`src/hdl/ook_pkg.sv`:
```
package ook_pkg;

    // Field widths fixed by the item and register formats
    localparam int CODE_IN_W   = 12;
    localparam int UNIT_W      = 16;
    localparam int REPEAT_W    = 4;
    localparam int GAP_W       = 6;
    localparam int UNITS_W     = 6;
    localparam int CFG_IDX_W   = 2;
    localparam int CFG_DATA_W  = 16;
    localparam int SLOT_W      = 2;

    localparam int DEF_CODE_BITS = 12;

    // Register reset values
    localparam logic [UNIT_W-1:0]   RST_UNIT_TICKS   = 16'd330;
    localparam logic [REPEAT_W-1:0] RST_REPEAT_COUNT = 4'd10;
    localparam logic [GAP_W-1:0]    RST_GAP_UNITS    = 6'd31;

    // Register indexes on the configuration channel
    localparam logic [CFG_IDX_W-1:0] CFG_UNIT_TICKS   = 2'd0;
    localparam logic [CFG_IDX_W-1:0] CFG_REPEAT_COUNT = 2'd1;
    localparam logic [CFG_IDX_W-1:0] CFG_GAP_UNITS    = 2'd2;

    // Item operation codes
    localparam logic OP_TICK  = 1'b0;
    localparam logic OP_START = 1'b1;

    // Pulse slot codes
    localparam logic [SLOT_W-1:0] SLOT_FIRST = 2'd0;
    localparam logic [SLOT_W-1:0] SLOT_DATA  = 2'd1;
    localparam logic [SLOT_W-1:0] SLOT_TRAIL = 2'd2;

    // Half-pulse lengths in units
    localparam logic [UNITS_W-1:0] UNITS_ONE   = 6'd1;
    localparam logic [UNITS_W-1:0] UNITS_THREE = 6'd3;

    typedef struct packed {
        logic [UNIT_W-1:0]   unit_ticks;
        logic [REPEAT_W-1:0] repeat_count;
        logic [GAP_W-1:0]    gap_units;
    } t_cfg;

    typedef struct packed {
        logic line_level;
        logic busy_res;
        logic frame_done;
        logic start_rejected;
    } t_result;

endpackage

```
`src/hdl/ook_if.sv`:
```
interface ook_in_if;
    logic                          valid;
    logic                          ready;
    logic                          op;
    logic [ook_pkg::CODE_IN_W-1:0] code_word;

    modport source (output valid, output op, output code_word, input ready);
    modport sink   (input valid, input op, input code_word, output ready);
endinterface

interface ook_out_if;
    logic valid;
    logic ready;
    logic line_level;
    logic busy_res;
    logic frame_done;
    logic start_rejected;

    modport source (output valid, output line_level, output busy_res,
                    output frame_done, output start_rejected, input ready);
    modport sink   (input valid, input line_level, input busy_res,
                    input frame_done, input start_rejected, output ready);
endinterface

interface ook_cfg_if;
    logic                           valid;
    logic                           ready;
    logic [ook_pkg::CFG_IDX_W-1:0]  index;
    logic [ook_pkg::CFG_DATA_W-1:0] data;

    modport source (output valid, output index, output data, input ready);
    modport sink   (input valid, input index, input data, output ready);
endinterface

```
`src/hdl/ook_cfg.sv`:
```
module ook_cfg (
    input  logic                           i_clk,
    input  logic                           i_rst_n,
    input  logic                           i_wr,
    input  logic [ook_pkg::CFG_IDX_W-1:0]  i_index,
    input  logic [ook_pkg::CFG_DATA_W-1:0] i_data,
    output ook_pkg::t_cfg                  o_cfg
);
    import ook_pkg::*;

    t_cfg r_cfg;

    always_ff @(posedge i_clk) begin
        if (!i_rst_n) begin
            r_cfg.unit_ticks   <= RST_UNIT_TICKS;
            r_cfg.repeat_count <= RST_REPEAT_COUNT;
            r_cfg.gap_units    <= RST_GAP_UNITS;
        end else if (i_wr) begin
            unique case (i_index)
                CFG_UNIT_TICKS:   r_cfg.unit_ticks   <= i_data[UNIT_W-1:0];
                CFG_REPEAT_COUNT: r_cfg.repeat_count <= i_data[REPEAT_W-1:0];
                CFG_GAP_UNITS:    r_cfg.gap_units    <= i_data[GAP_W-1:0];
                default: ;  // drop writes beyond the register list
            endcase
        end
    end

    assign o_cfg = r_cfg;

endmodule

```
`src/hdl/ook_seq.sv`:
```
module ook_seq #(
    parameter int CODE_BITS = ook_pkg::DEF_CODE_BITS
) (
    input  logic                          i_clk,
    input  logic                          i_rst_n,
    input  logic                          i_fire,
    input  logic                          i_op,
    input  logic [ook_pkg::CODE_IN_W-1:0] i_code_word,
    input  ook_pkg::t_cfg                 i_cfg,
    output ook_pkg::t_result              o_res
);
    import ook_pkg::*;

    localparam int BIT_W = (CODE_BITS > 1) ? $clog2(CODE_BITS) : 1;
    localparam logic [BIT_W-1:0] LAST_BIT = BIT_W'(CODE_BITS - 1);

    logic                 r_sending,  n_sending;
    logic [CODE_BITS-1:0] r_code,     n_code;
    logic [BIT_W-1:0]     r_bitpos,   n_bitpos;
    logic [SLOT_W-1:0]    r_slot,     n_slot;
    logic                 r_low,      n_low;
    logic [UNITS_W-1:0]   r_units,    n_units;
    logic [UNIT_W-1:0]    r_tick,     n_tick;
    logic [REPEAT_W-1:0]  r_repeats,  n_repeats;
    logic                 r_pin,      n_pin;

    logic              cur_bit;
    logic [UNIT_W-1:0] tick_inc;
    logic              done;
    logic              rejected;

    assign cur_bit  = r_code[r_bitpos];
    assign tick_inc = r_tick + 1'b1;

    always_comb begin
        n_sending = r_sending;
        n_code    = r_code;
        n_bitpos  = r_bitpos;
        n_slot    = r_slot;
        n_low     = r_low;
        n_units   = r_units;
        n_tick    = r_tick;
        n_repeats = r_repeats;
        n_pin     = r_pin;
        done      = 1'b0;
        rejected  = 1'b0;

        if (i_op == OP_START) begin
            if (r_sending) begin
                rejected = 1'b1;
            end else begin
                n_code    = CODE_BITS'({{CODE_BITS{1'b0}}, i_code_word});
                n_sending = 1'b1;
                n_repeats = i_cfg.repeat_count;
                n_bitpos  = LAST_BIT;
                n_slot    = SLOT_FIRST;
                n_low     = 1'b1;
                n_pin     = 1'b0;
                n_units   = UNITS_ONE;
                n_tick    = '0;
            end
        end else if (r_sending) begin
            if (r_units != '0) begin
                // count ticks inside the current unit
                if (tick_inc == i_cfg.unit_ticks) begin
                    n_tick  = '0;
                    n_units = r_units - 1'b1;
                end else begin
                    n_tick = tick_inc;
                end
            end else if (r_low) begin
                // low half finished: go high
                n_low  = 1'b0;
                n_pin  = 1'b1;
                n_tick = '0;
                unique case (r_slot)
                    SLOT_FIRST: n_units = UNITS_THREE;
                    SLOT_DATA:  n_units = cur_bit ? UNITS_THREE : UNITS_ONE;
                    default:    n_units = UNITS_W'(i_cfg.gap_units);
                endcase
            end else begin
                n_tick = '0;
                unique case (r_slot)
                    SLOT_FIRST: begin
                        n_slot  = SLOT_DATA;
                        n_low   = 1'b1;
                        n_pin   = 1'b0;
                        n_units = cur_bit ? UNITS_ONE : UNITS_THREE;
                    end
                    SLOT_DATA: begin
                        if (r_bitpos != '0) begin
                            n_bitpos = r_bitpos - 1'b1;
                            n_slot   = SLOT_FIRST;
                        end else begin
                            n_slot = SLOT_TRAIL;
                        end
                        n_low   = 1'b1;
                        n_pin   = 1'b0;
                        n_units = UNITS_ONE;
                    end
                    default: begin
                        if (r_repeats <= REPEAT_W'(1)) begin
                            n_sending = 1'b0;
                            n_repeats = '0;
                            n_pin     = 1'b1;
                            n_low     = 1'b0;
                            n_units   = '0;
                            n_slot    = SLOT_FIRST;
                            done      = 1'b1;
                        end else begin
                            n_repeats = r_repeats - 1'b1;
                            n_bitpos  = LAST_BIT;
                            n_slot    = SLOT_FIRST;
                            n_low     = 1'b1;
                            n_pin     = 1'b0;
                            n_units   = UNITS_ONE;
                        end
                    end
                endcase
            end
        end
    end

    always_ff @(posedge i_clk) begin
        if (!i_rst_n) begin
            r_sending <= 1'b0;
            r_code    <= '0;
            r_bitpos  <= '0;
            r_slot    <= SLOT_FIRST;
            r_low     <= 1'b0;
            r_units   <= '0;
            r_tick    <= '0;
            r_repeats <= '0;
            r_pin     <= 1'b1;
        end else if (i_fire) begin
            r_sending <= n_sending;
            r_code    <= n_code;
            r_bitpos  <= n_bitpos;
            r_slot    <= n_slot;
            r_low     <= n_low;
            r_units   <= n_units;
            r_tick    <= n_tick;
            r_repeats <= n_repeats;
            r_pin     <= n_pin;
        end
    end

    assign o_res.line_level     = n_pin;
    assign o_res.busy_res       = n_sending;
    assign o_res.frame_done     = done;
    assign o_res.start_rejected = rejected;

endmodule

```
`src/hdl/ook_oreg.sv`:
```
module ook_oreg (
    input  logic             i_clk,
    input  logic             i_rst_n,
    input  logic             i_load,
    input  ook_pkg::t_result i_res,
    input  logic             i_ready,
    output logic             o_free,
    output logic             o_valid,
    output ook_pkg::t_result o_res
);
    import ook_pkg::*;

    logic    r_valid;
    t_result r_res;

    // free when empty or when the held result is being taken this cycle
    assign o_free = !r_valid || i_ready;

    always_ff @(posedge i_clk) begin
        if (!i_rst_n) begin
            r_valid <= 1'b0;
        end else if (i_load) begin
            r_valid <= 1'b1;
        end else if (i_ready) begin
            r_valid <= 1'b0;
        end
    end

    always_ff @(posedge i_clk) begin
        if (i_load) begin
            r_res <= i_res;
        end
    end

    assign o_valid = r_valid;
    assign o_res   = r_res;

endmodule

```
`src/hdl/ook_remote_code_transmitter_core.sv`:
```
// On-off-keyed remote-code transmitter, paced by timer ticks. Each input
// transfer is either a tick or a start carrying a 12-bit code; each one
// yields exactly one result transfer giving the pin level after that item,
// the busy flag, a frame-done strobe on the tick that ends the last repeat,
// and a start-rejected flag for a start that arrived while busy. The code
// is sent MSB first, repeat_count times; each bit is a 1-low/3-high pair
// followed by a 1-low/3-high pair for a one or 3-low/1-high for a zero,
// and each repeat ends with 1 unit low and gap_units high. A half-pulse of
// m units lasts m*unit_ticks+1 ticks; unit_ticks of zero counts as 65536.
// Rate: one item per clock cycle while the output register is free. The
// sequencer updates its counters as the item is taken and the result lands
// in a single output register, valid in the cycle after; input ready drops
// only while it is full and not taken. Write configuration only while idle.
module ook_remote_code_transmitter_core #(
    parameter int CODE_BITS = ook_pkg::DEF_CODE_BITS
) (
    input  logic      i_clk,
    input  logic      i_rst_n,
    ook_in_if.sink    i_in,
    ook_cfg_if.sink   i_cfg,
    ook_out_if.source o_out
);
    import ook_pkg::*;

    t_cfg    cfg;
    t_result seq_res;
    t_result out_res;
    logic    in_fire;
    logic    oreg_free;
    logic    out_valid;

    // Configuration writes are always accepted
    assign i_cfg.ready = 1'b1;

    ook_cfg u_cfg (
        .i_clk   (i_clk),
        .i_rst_n (i_rst_n),
        .i_wr    (i_cfg.valid),
        .i_index (i_cfg.index),
        .i_data  (i_cfg.data),
        .o_cfg   (cfg)
    );

    // Take an item whenever the output register can hold its result
    assign i_in.ready = oreg_free;
    assign in_fire    = i_in.valid && oreg_free;

    ook_seq #(
        .CODE_BITS (CODE_BITS)
    ) u_seq (
        .i_clk       (i_clk),
        .i_rst_n     (i_rst_n),
        .i_fire      (in_fire),
        .i_op        (i_in.op),
        .i_code_word (i_in.code_word),
        .i_cfg       (cfg),
        .o_res       (seq_res)
    );

    ook_oreg u_oreg (
        .i_clk   (i_clk),
        .i_rst_n (i_rst_n),
        .i_load  (in_fire),
        .i_res   (seq_res),
        .i_ready (o_out.ready),
        .o_free  (oreg_free),
        .o_valid (out_valid),
        .o_res   (out_res)
    );

    assign o_out.valid          = out_valid;
    assign o_out.line_level     = out_res.line_level;
    assign o_out.busy_res       = out_res.busy_res;
    assign o_out.frame_done     = out_res.frame_done;
    assign o_out.start_rejected = out_res.start_rejected;

endmodule

```
`src/flat_wrapper.sv`:
```
// flat-port wrapper written by rule: the top's interface ports become plain ports
module ook_remote_code_transmitter_core_flat import ook_pkg::*;
#(
    parameter int CODE_BITS = ook_pkg::DEF_CODE_BITS
)
  (i_clk, i_rst_n, i_in_valid, i_in_op, i_in_code_word, i_in_ready, i_cfg_valid, i_cfg_index, i_cfg_data, i_cfg_ready, o_out_valid, o_out_line_level, o_out_busy_res, o_out_frame_done, o_out_start_rejected, o_out_ready);
  ook_in_if i_in_i ();
  ook_cfg_if i_cfg_i ();
  ook_out_if o_out_i ();
  input  logic i_clk;
  input  logic i_rst_n;
  input wire logic [$bits(i_in_i.valid)-1:0] i_in_valid;
  input wire logic [$bits(i_in_i.op)-1:0] i_in_op;
  input wire logic [$bits(i_in_i.code_word)-1:0] i_in_code_word;
  output wire logic [$bits(i_in_i.ready)-1:0] i_in_ready;
  input wire logic [$bits(i_cfg_i.valid)-1:0] i_cfg_valid;
  input wire logic [$bits(i_cfg_i.index)-1:0] i_cfg_index;
  input wire logic [$bits(i_cfg_i.data)-1:0] i_cfg_data;
  output wire logic [$bits(i_cfg_i.ready)-1:0] i_cfg_ready;
  output wire logic [$bits(o_out_i.valid)-1:0] o_out_valid;
  output wire logic [$bits(o_out_i.line_level)-1:0] o_out_line_level;
  output wire logic [$bits(o_out_i.busy_res)-1:0] o_out_busy_res;
  output wire logic [$bits(o_out_i.frame_done)-1:0] o_out_frame_done;
  output wire logic [$bits(o_out_i.start_rejected)-1:0] o_out_start_rejected;
  input wire logic [$bits(o_out_i.ready)-1:0] o_out_ready;
  assign i_in_i.valid = i_in_valid;
  assign i_in_i.op = i_in_op;
  assign i_in_i.code_word = i_in_code_word;
  assign i_in_ready = i_in_i.ready;
  assign i_cfg_i.valid = i_cfg_valid;
  assign i_cfg_i.index = i_cfg_index;
  assign i_cfg_i.data = i_cfg_data;
  assign i_cfg_ready = i_cfg_i.ready;
  assign o_out_valid = o_out_i.valid;
  assign o_out_line_level = o_out_i.line_level;
  assign o_out_busy_res = o_out_i.busy_res;
  assign o_out_frame_done = o_out_i.frame_done;
  assign o_out_start_rejected = o_out_i.start_rejected;
  assign o_out_i.ready = o_out_ready;
  ook_remote_code_transmitter_core #(.CODE_BITS(CODE_BITS)) u_core (.i_clk(i_clk), .i_rst_n(i_rst_n), .i_in(i_in_i), .i_cfg(i_cfg_i), .o_out(o_out_i));
endmodule
```
`config.mk`:
```
export PLATFORM = sky130hd
export DESIGN_NAME = ook_remote_code_transmitter_core_flat
export DESIGN_NICKNAME = d
export VERILOG_FILES = /design/src/hdl/ook_pkg.sv /design/src/hdl/ook_if.sv /design/src/hdl/ook_cfg.sv /design/src/hdl/ook_seq.sv /design/src/hdl/ook_oreg.sv /design/src/hdl/ook_remote_code_transmitter_core.sv /design/src/flat_wrapper.sv
export SDC_FILE = /design/constraint.sdc
export NUM_CORES = 1
export LEC_CHECK = 0
export ABC_AREA = 1
export BUFFER_PORTS_ARGS = -buffer_cell sky130_fd_sc_hd__buf_2
export CAP_MARGIN = 20
export CORE_ASPECT_RATIO = 0.9
export CORE_MARGIN = 4
export CORE_UTILIZATION = 30
export DETAILED_ROUTE_END_ITERATION = 10
export HOLD_SLACK_MARGIN = 0.1
export SYNTH_ARGS = -nofsm -noshare
export SYNTH_HDL_FRONTEND = slang
export SYNTH_SLANG_ARGS = --single-unit
export TNS_END_PERCENT = 10
```
`constraint.sdc`:
```
create_clock -name i_clk -period 3.6 [get_ports i_clk]
set_input_delay 0.18 -clock i_clk [delete_from_list [all_inputs] [get_ports i_clk]]
set_output_delay 0.18 -clock i_clk [all_outputs]
set_load 0.05 [all_outputs]
```
==> results of run 1 <==
## metrics by stage
stage                     hold slack, ns  cell area, um2  worst slack (ns)
after floorplan                    0.306            4350              1.17
after global placement             0.405            4740              1.31
after detailed placement           0.407            4740              1.27
after CTS                          0.103            5100              1.25
after global routing               0.125            5100             0.934
final                              0.115            5100              1.25
## registers in the layout, indices dropped and copies added (netlist names)
| signal | cells |
|---|---|
| u_core.u_seq.r_low | 1 |
| u_core.u_seq.r_repeats | 4 |
| u_core.u_oreg.o_res | 4 |
| u_core.u_seq.r_pin | 1 |
| u_core.u_cfg.o_cfg | 26 |
| u_core.u_seq.r_bitpos | 4 |
| u_core.u_seq.r_code | 12 |
| u_core.u_seq.r_sending | 1 |
| u_core.u_oreg.o_valid | 1 |
| u_core.u_seq.r_tick | 16 |
| u_core.u_seq.r_units | 6 |
| u_core.u_seq.r_slot | 2 |
## timing repair
action / CTS / global route
hold endpoints to repair: 10 / 0
hold buffers: 10 / 0
setup endpoints to repair: 0 / 0
## layout by cell type (no fill, tap or decap), types with 2 or more instances in the layout
master,synthesis,final
clkbuf_16,0,9
buf_4,2,5
inv_1,83,83
dfxtp_1,74,74
a21oi_2,2,2
a211oi_1,2,2
edfxtp_1,4,4
nand4_1,14,14
xor2_1,4,4
o211ai_1,10,10
nor2_1,49,49
o21ai_1,2,2
nand2_2,7,7
nor2_4,5,5
a31oi_1,4,4
nand3b_1,2,2
clkinv_1,4,4
o21ai_0,40,40
nor2_2,5,5
nand2_4,3,3
dlygate4sd3_1,0,10
buf_2,1,41
ha_1,11,11
a21oi_1,70,70
xnor2_1,2,2
o22ai_1,3,3
clkinv_2,0,3
nand2_1,138,138
nand3_1,66,66
nor3_1,5,5
## worst max-delay path, cell delays in order, from the launching register on
cell and delay, ns:
dfxtp_1 0.31, inv_1 0.12, ha_1 0.19, nand4_2 0.21, nand2_1 0.24, clkinv_1 0.55, nand2_4 0.37, nand3_1 0.10
nand2_1 0.09, nor2_1 0.04
## path summary, 6_finish.rpt
check | slack (ns) | startpoint | depth (start not counted) | endpoint
min | 0.11 | i_in_code_word[10] | 3 | u_core.u_seq.r_code[10]
max reg2reg | 1.25 | u_core.u_seq.r_units[0] | 9 | u_core.u_seq.r_units[3]
max | 1.25 | u_core.u_seq.r_units[0] | 9 | u_core.u_seq.r_units[3]
min reg2reg | 0.45 | u_core.u_seq.r_code[8] | 2 | u_core.u_seq.r_code[8]
## layout make-up
| class | instances | area, um2 |
|---|---|---|
| clock buffer | 10 | 229 |
| clock inverter | 6 | 37.5 |
| fill | 1540 | 9000 |
| inverter | 88 | 330 |
| multi-input combinational | 454 | 2320 |
| sequential | 78 | 1600 |
| tap | 193 | 241 |
| timing repair buffer | 56 | 343 |
## per-layer routing
metal  global-route usage [%]  vias up  wire (um)
met2                     23.3       84       5160
met3                     3.32        7        452
met1                     18.9     1862       5430
li1                         -     2202          -
met5                        0        -          0
met4                     3.84        0         81
## power by group through the flow
stage	clock network [W]	logic, W	registers (W)
after floorplan	0	0.000287	0.000977
after global placement	0	0.000385	0.000975
after detailed placement	0	0.000388	0.000974
after CTS	0.000865	0.000399	0.000956
after global routing	0.000910	0.000455	0.000963
final	0.000837	0.000396	0.000956
## cell families after synthesis
group	count (synthesis)	synth area share, %
other	1	0.0861
buffers and inverters	108	9.88
and+or+nand+nor	299	31.5
DFF	78	36.8
adders and majority gates	11	3.16
AOI/OAI and AO/OA	136	16.9
xor gates and xnor gates	7	1.72
==> reports/results.md, run 1 <==
## GRT
* 14.2% — GRT Overall Usage
* 0 — antenna violations before repair
* 48 — maximum number of pins on one net before global-route repair
* 18800 um — wire length of the first global-routing pass
* 0 — remaining global-route overflow
* 3894 — via count of the first global-routing pass

## Power
* 0.240 mV — worst vdd ir
* 38.3% — clock network power share
* 429 nW/um2 — Pwr per Cell Area
* 0.00152 W — cell internal pwr
* 2.13 nW — leakage dissipation
* 30.4% — share of total power consumed by net switching
* 18.1% — Comb power frac
* 0.00219 W — total power of the final layout
* 0.000666 W — net switching component of the power
* 43.7% — Reg power frac

## Finish
* 12.7% — share of layout cells above drive strength 1
* 885 — non-filler instance count after layout
* 0 — antenna fix cells
* 17.2% — relative area change from synthesis to final layout
* 734 — NumNets Final
* 36.2% — Core Util, Final

## Worst setup path
* reg2reg — worst setup path category
* 2.59 ns — Arrival @ worst endpoint
* 18 — crit path max fanout
* 3.83 ns — required time at the endpoint of the critical path
* flop — type of element capturing the critical path
* flop — Critical Path Source Type

## CTS
* 0.06 ns — clock transition at the register clock pins on the worst setup and hold paths after CTS
* 3 — H-tree lvl count
* 0 — number of instances resized during post-cts repair
* 0.34 ns — insertion delay of the later-clocked pin in the worst-skew pair
* 9 — clock buffer count from CTS
* 78 — clock tree sinks
* 2 — maximum clock insertion buffer count
* clkbuf_16 — master cell of the clock root buffer
* 0 — setup fix buffers added after clock tree synthesis
* yes — CTS tree

## Logic synthesis
* 78 — flip-flop and latch count after synthesis
* 0 — Yosys Warn Count
* 6.80 um2 — Syn Area/Cell
* nand2_1, inv_1, dfxtp_1 — commonest cells in the netlist
* 36.8% — post-synthesis sequential area ratio
* 34.0% — portion of synthesized cell area occupied by the leading cell type
* dfxtp_1, nand2_1, a21oi_1 — biggest area contributors in the synthesized netlist
* 4 — number of synthesized flops with an enable pin
* dfxtp_1 — top flip-flop cell by instance count after synthesis
* nand2_1 — count leader, synth
* 4350 um2 — total standard cell area after synthesis
* 0% — Async S/R FF share, synth
* 41 — number of distinct library cell variants in the gate-level netlist after synthesis
* 687 — net count of the mapped netlist
* dfxtp_1 — dominant cell type by area after synthesis
* 640 — Mapped Cells

## STA
* 0 — number of failing hold endpoints at the final stage
* 2.35 ns — Final min period
* 65.4% — final worst path period share
* 0 — final setup violation count
* 0 — final max-slew violation count
* 36.5% — worst slew margin relative to its limit
* no — setup repair after global routing missed its margin
* 0 ns — aggregate negative setup slack
* 0.00891 ns — post-route clock skew
* 0.946 ns — actual transition at the worst max-transition pin
* 425 MHz — highest clock rate

## Drt
* 0 — post-route DRC violation count
* 4155 — vias
* 0 — Antenna Violating Nets Remaining
* 11100 um — detailed-route wire length
* 4.69 — number of vias per cell
* 196 — number of DRC markers in iteration 0
* 5 — first-pass iteration count of the detailed router
* 12.6 um — drt wl/cell

## Outcome
* finished clean — run status

## Floorplan
* 16500 um2 — area of the die
* 43 — io pins
* 135 um — Die Span X
* 122 um — Vert. Die Dim
* 41 — number of rows in the core area
* 14100 um2 — area of the core
* 30.9% — effective utilization at floorplan

## Placed design
* 41 — quantity of I/O buffers inserted on ports
* 7900 um — HPWL after detailed placement
* 859 — dpl cells
* 0.816 — GP Congestion

## Flow run
* 0 — count of maximum capacitance violations

## Worst hold path
* in2reg — worst min path class

No activity file was read; power rests on OpenSTA's default activity.
==> run 2, diff against run 1 <==
Clock period 3.6 ns to 2.1 ns, I/O delays scaled along.
==> reports/results.md, run 2 (synthesis gave the netlist of run 1 again) <==
## STA
* 0 — number of failing hold endpoints at the final stage, unchanged
* 96.7% — final worst path period share, +31 points
* 0.687 ns — actual transition at the worst max-transition pin, -0.259 ns
* 54.1% — worst slew margin relative to its limit, +18 points
* 0 — final max-slew violation count, unchanged
* 0 — final setup violation count, unchanged
* yes — setup repair after global routing missed its margin
* 0 ns — aggregate negative setup slack, unchanged
* 0.0697 ns — final worst slack, -1.18 ns
* 0.0117 ns — post-route clock skew, +0.00275 ns
* 493 MHz — highest clock rate, +16%
* 2.03 ns — Final min period, -0.323 ns

## Floorplan
* 43 — io pins, unchanged
* 41 — number of rows in the core area, unchanged
* 30.9% — effective utilization at floorplan, unchanged
* 16500 um2 — area of the die, unchanged
* 14100 um2 — area of the core, unchanged
* 122 um — Vert. Die Dim, unchanged
* 135 um — Die Span X, unchanged

## GRT
* 0 — antenna violations before repair, unchanged
* 4116 — via count of the first global-routing pass, +5.7%
* 28 — maximum number of pins on one net before global-route repair, -42%
* 0 — remaining global-route overflow, unchanged
* 19600 um — wire length of the first global-routing pass, +4.2%
* 14.8% — GRT Overall Usage, +0.56 points

## Finish
* nand2_1, inv_1, a21oi_1, nand3_1, dfxtp_1 — leading cell types in the layout, fill and taps excluded
* 5550 um2 — Post-Layout Inst Area, +8.6%
* 27.4% — relative area change from synthesis to final layout
* 0 — antenna fix cells, unchanged
* 774 — NumNets Final, +5.4%
* 925 — non-filler instance count after layout, +4.5%
* nand2_1 — commonest non-fill, non-tap cell in the layout
* 1518 — # fillers, -1.4%
* 16.5% — share of layout cells above drive strength 1, +3.8 points
* 26 — max reg flops, unchanged

## CTS
* 0.35 ns — insertion delay of the later-clocked pin in the worst-skew pair, about the same
* 78 — clock tree sinks, unchanged
* 9 — clock buffer count from CTS, unchanged
* 0.06 ns — clock transition at the register clock pins on the worst setup and hold paths after CTS, about the same
* clkbuf_16 — master cell of the clock root buffer
* 2 — maximum clock insertion buffer count, unchanged
* yes — CTS tree
* 3 — H-tree lvl count, unchanged

## Worst hold path
* in2reg — worst min path class
* u_core.u_cfg.o_cfg[8] — Worst Hold End
* i_cfg_valid — Worst Hold Launch
* 3 — Worst Hold Depth, unchanged

## Worst setup path
* 7 — crit path max fanout, -11
* u_core.u_seq.r_tick[3] — Reg2Reg Capture Point
* 2.25 ns — Arrival @ worst endpoint, -0.34 ns
* flop — Critical Path Source Type
* 0.07 ns — FF-to-FF setup slack, -1.18 ns
* 14 — length in cells of the worst reg-to-reg path, +5
* reg2reg — worst setup path category
* flop — type of element capturing the critical path
* 2.32 ns — required time at the endpoint of the critical path, -1.51 ns
* u_core.u_seq.r_tick[0] — worst r2r src

## Drt
* 0 — Antenna Violating Nets Remaining, unchanged
* 12.4 um — drt wl/cell, -1.2%
* 0 — post-route DRC violation count, unchanged
* 5 — first-pass iteration count of the detailed router, unchanged
* 11500 um — detailed-route wire length, +3.3%
* 4315 — vias, +3.9%
* 260 — number of DRC markers in iteration 0, +33%
* 4.66 — number of vias per cell, -0.64%

## Power
* 40.5% — Reg power frac, -3.2 points
* 19.2% — Comb power frac, +1.1 points
* 2.34 nW — leakage dissipation, +9.8%
* 40.3% — clock network power share, +2.0 points
* 726 nW/um2 — Pwr per Cell Area, +69%
* 0.00287 W — cell internal pwr, +89%
* 28.7% — share of total power consumed by net switching, -1.8 points
* 0.409 mV — worst vdd ir, +70%
* 0.00402 W — total power of the final layout, +84%
* 0.00115 W — net switching component of the power, +73%

## Placed design
* 8470 um — HPWL after detailed placement, +7.1%
* 4880 um2 — total placed instance area, +3.1%
* 878 — dpl cells, +2.2%
* 0.806 — GP Congestion, -1.2%
* 0.0427 ns — post-place setup slack, -1.22 ns
* 41 — quantity of I/O buffers inserted on ports, unchanged

## Outcome
* finished clean — run status

## Flow run
* 0 — count of maximum capacitance violations, unchanged

run 2: cell types whose count changed in the layout (fill, tap and decap cells not counted), moves of 8 or more:
cell and delta:
buf_4 +21, dfxtp_1 -8, dfxtp_2 +8, dlygate4sd3_1 +19
run 2: layout make-up:
class,instances,area (um2),share of cell area (%)
clock buffers,11,254,4.58
clock inverters,5,56.3,1.02
inverters,88,330,5.96
multi-input cells,454,2360,42.6
flip-flops and latches,78,1610,29.1
well taps,193,241,4.35
repair buffers,96,691,12.5
run 2: how the worst max path moves through the flow:
stage,startpoint,cells after the start,end
2_1_floorplan,u_core.u_oreg.o_valid,11,u_core.u_seq.r_bitpos[2]
3_3_place_gp,u_core.u_seq.r_tick[0],15,u_core.u_seq.r_tick[4]
3_5_place_dp,u_core.u_seq.r_tick[0],15,u_core.u_seq.r_tick[12]
4_1_cts,u_core.u_seq.r_tick[0],15,u_core.u_seq.r_tick[3]
5_1_grt,u_core.u_seq.r_tick[0],15,u_core.u_seq.r_tick[4]
6_report,u_core.u_seq.r_tick[0],14,u_core.u_seq.r_tick[3]
run 2: metal layers:
metal  wire length (um)  global-route usage [%]  vias to the layer above
li1                   -                       -                     2284
met1               5480                    19.1                     1956
met2               5520                    24.7                       65
met3                380                    4.18                       10
met4                108                    3.34                        0
met5                  0                       0                        -
run 2: power groups by stage:
stage	clock (W)	combinational (W)	sequential, W
final	0.00162	0.000772	0.00163
after global routing	0.00174	0.000868	0.00164
after floorplan	0	0.000492	0.00168
after CTS	0.00167	0.000766	0.00163
after global placement	0	0.000723	0.00166
after detailed placement	0	0.000719	0.00166
run 2: stage by stage:
step           util, %  hold slack [ns]
2_1_floorplan        -            0.231
3_3_place_gp      34.6            0.325
3_5_place_dp      34.6            0.325
4_1_cts           38.9            0.155
5_1_grt           39.3            0.189
6_report          39.3            0.159
run 2: critical path, cell delays in order, from the launching register on:
cell and delay (ns):
dfxtp_2 0.35, buf_4 0.13, inv_1 0.08, nor2_4 0.19, buf_4 0.15, nand4_1 0.12
nand3_1 0.11, nand2_1 0.05, nor2_1 0.12, nand2_2 0.08, nor2_4 0.10, nand2_4 0.10
buf_4 0.18, nand4_1 0.08, a21oi_1 0.08
run 2: what timing repair did:
action / 4_1_cts / 5_1_grt
hold buffers: 29 / 0
resized for setup: 0 / 14
endpoints found under the hold margin: 36 / 0
endpoints found under the setup margin: 0 / 26
buffers inserted: 0 / 2
==> run 3, diff against run 2 <==
Settings changed: ABC_AREA 1 to unset.
==> reports/results.md, run 3 <==
## Logic synthesis
* 4 — number of synthesized flops with an enable pin, unchanged
* 34.7% — portion of synthesized cell area occupied by the leading cell type, +0.63 points
* dfxtp_1, nand2_1, a21oi_1 — biggest area contributors in the synthesized netlist
* 523 — Mapped Cells, -18%
* 570 — net count of the mapped netlist, -17%
* dfxtp_1 — top flip-flop cell by instance count after synthesis
* 0% — Async S/R FF share, synth, unchanged
* 4280 um2 — total standard cell area after synthesis, -1.8%
* dfxtp_1 — dominant cell type by area after synthesis
* nand2_1 — count leader, synth
* 37.5% — post-synthesis sequential area ratio, +0.68 points
* 8.17 um2 — Syn Area/Cell, +20%
* 0 — Yosys Warn Count, unchanged
* 62 — number of distinct library cell variants in the gate-level netlist after synthesis, +51%
* 78 — flip-flop and latch count after synthesis, unchanged
* nand2_1, dfxtp_1, a21oi_1 — commonest cells in the netlist

## Finish
* 851 — non-filler instance count after layout, -8.0%
* 44.2% — Core Util, Final, +4.9 points
* 32.2% — share of layout cells above drive strength 1, +16 points
* 700 — NumNets Final, -9.6%
* nand2_1 — commonest non-fill, non-tap cell in the layout
* 0 — antenna fix cells, unchanged
* 44.9% — relative area change from synthesis to final layout
* 26 — max reg flops, unchanged
* 1310 — # fillers, -14%
* 6190 um2 — Post-Layout Inst Area, +12%
* nand2_1, buf_4, dfxtp_1, buf_2, a21oi_1 — leading cell types in the layout, fill and taps excluded

## Floorplan
* 134 um — Die Span X, -0.86%
* 41 — number of rows in the core area, unchanged
* 30.5% — effective utilization at floorplan, -0.34 points
* 43 — io pins, unchanged
* 14000 um2 — area of the core, -0.73%
* 121 um — Vert. Die Dim, -0.85%
* 16200 um2 — area of the die, -1.7%

## Power
* 622 nW/um2 — Pwr per Cell Area, -14%
* 0.00385 W — total power of the final layout, -4.2%
* 2.43 nW — leakage dissipation, +3.9%
* 0.331 mV — worst vdd ir, -19%

## Worst setup path
* 6 — crit path max fanout, -1
* 10 — number of cells on the critical path, -4
* simple AND/OR/NAND/NOR gates — Worst path top cell family by delay
* flop — Critical Path Source Type
* u_core.u_seq.r_tick[7] — worst r2r src
* 0.41 ns — Slowest Stage Delay on Critical Path, +0.06 ns
* 3 — worst path bufs/invs, -1
* and4_4, buf_4, and4_1, xnor2_1, a221oi_4, nand4_2, buf_6, nand4_4, buf_12, o311ai_2 — critical path, cell by cell
* -0.17 ns — FF-to-FF setup slack, -0.24 ns
* 2.50 ns — Arrival @ worst endpoint, +0.25 ns
* dfxtp_1 — Max stage delay cell, worst path
* 10 — length in cells of the worst reg-to-reg path, -4
* u_core.u_seq.r_tick[3] — Reg2Reg Capture Point
* reg2reg — worst setup path category
* flop — type of element capturing the critical path
* 2.33 ns — required time at the endpoint of the critical path, about the same

## Worst hold path
* in2reg — worst min path class
* 2 — Worst Hold Depth, -1
* u_core.u_seq.r_units[2] — Worst Hold End
* i_in_op — Worst Hold Launch

## GRT
* 0 — remaining global-route overflow, unchanged
* 20800 um — wire length of the first global-routing pass, +5.9%
* 15.7% — GRT Overall Usage, +0.94 points
* 4311 — via count of the first global-routing pass, +4.7%
* 36 — maximum number of pins on one net before global-route repair, +29%
* 0 — antenna violations before repair, unchanged

## Placed design
* 0.893 — GP Congestion, +11%
* 41 — quantity of I/O buffers inserted on ports, unchanged
* 8600 um — HPWL after detailed placement, +1.6%
* 5170 um2 — total placed instance area, +5.9%
* 794 — dpl cells, -9.6%

## CTS
* clkbuf_16 — master cell of the clock root buffer
* yes — CTS tree
* 2 — maximum clock insertion buffer count, unchanged
* 0.06 ns — clock transition at the register clock pins on the worst setup and hold paths after CTS, about the same
* 3 — H-tree lvl count, unchanged
* 9 — clock buffer count from CTS, unchanged
* 0.34 ns — insertion delay of the later-clocked pin in the worst-skew pair, about the same
* 78 — clock tree sinks, unchanged

## Drt
* 4354 — vias, +0.90%
* 14.9 um — drt wl/cell, +20%
* 4 — first-pass iteration count of the detailed router, -1
* 0 — post-route DRC violation count, unchanged
* 5.12 — number of vias per cell, +9.7%
* 12700 um — detailed-route wire length, +10%
* 187 — number of DRC markers in iteration 0, -28%
* 0 — Antenna Violating Nets Remaining, unchanged

## STA
* 2.27 ns — Final min period, +0.237 ns
* 0 — final max-slew violation count, unchanged
* 0.179 ns — Fin Hold WS, +0.0197 ns
* 0.00691 ns — post-route clock skew, -0.00475 ns
* 52.1% — worst slew margin relative to its limit, -2.0 points
* 0.717 ns — actual transition at the worst max-transition pin, +0.0297 ns
* 441 MHz — highest clock rate, -10%
* 0 — number of failing hold endpoints at the final stage, unchanged
* yes — setup repair after global routing missed its margin
* 108% — final worst path period share, +11 points
* 24 — final setup violation count, +24
* -0.167 ns — final worst slack, -0.237 ns

## Outcome
* negative setup slack — failing checks
* complete, but fails checks — run status

## Flow run
* 0 — count of maximum capacitance violations, unchanged

## run 3: layout make-up
cell class	instances	area, um2	share of cell area [%]
flip-flops and latches	78	1620	26.1
clock buffers	10	239	3.86
well taps	193	241	3.90
multi-input cells	395	2840	45.8
clock inverters	6	43.8	0.707
inverters	19	71.3	1.15
repair buffers	150	1140	18.4
## run 3: cell families after synthesis
logic type / count (synthesis) / synth area share (%)
AND/OR/NAND/NOR: 234 / 27.5
AO/OA/AOI/OAI: 107 / 16.7
flip-flops: 78 / 37.5
buffers and inverters: 51 / 5.21
XOR/XNOR: 23 / 4.71
multiplexers: 18 / 5.12
adder cells (fa/ha/maj): 11 / 3.22
other: 1 / 0.0877
## run 3: repair_timing
| action | CTS | global route |
|---|---|---|
| hold endpoints to repair | 39 | 0 |
| gates resized for setup | 30 | 39 |
| cloned | 1 | 0 |
| pin swaps | 15 | 15 |
| endpoints found under the setup margin | 30 | 35 |
| hold buffers | 30 | 0 |
| setup buffers | 5 | 5 |
## run 3: worst max-delay path by stage
stage	end	startpoint	slack (ns)
finish	u_core.u_seq.r_tick[3]	u_core.u_seq.r_tick[7]	-0.17
CTS	u_core.u_seq.r_units[2]	u_core.u_seq.r_tick[8]	-0.21
global route	u_core.u_seq.r_tick[7]	u_core.u_seq.r_tick[7]	-0.25
detailed placement	u_core.u_seq.r_units[2]	u_core.u_seq.r_tick[1]	-0.36
global placement	u_core.u_seq.r_tick[4]	u_core.u_seq.r_units[0]	-0.21
floorplan	u_core.u_seq.r_units[2]	u_core.u_seq.r_tick[7]	-0.15
## run 3: metrics by stage
| stage | TNS (ns) | setup slack [ns] |
|---|---|---|
| detailed placement | -6.57 | -0.364 |
| global route | -4.71 | -0.253 |
| floorplan | -2.60 | -0.155 |
| finish | -2.48 | -0.167 |
| global placement | -3.78 | -0.210 |
| CTS | -3.94 | -0.212 |
## run 3: layer usage
layer  global-route usage (%)  vias to the layer above  routed length, um
met3                     2.49                       17                588
li1                         -                     2141                  -
met1                     21.2                     2074               5800
met4                     6.36                        0                231
met2                     25.1                      122               6030
met5                        0                        -                  0
## run 3: power by group
part	switching [W]	internal [W]
Combinational	0.000444	0.000340
Sequential	0.0000508	0.00155
Clock	0.000628	0.000838
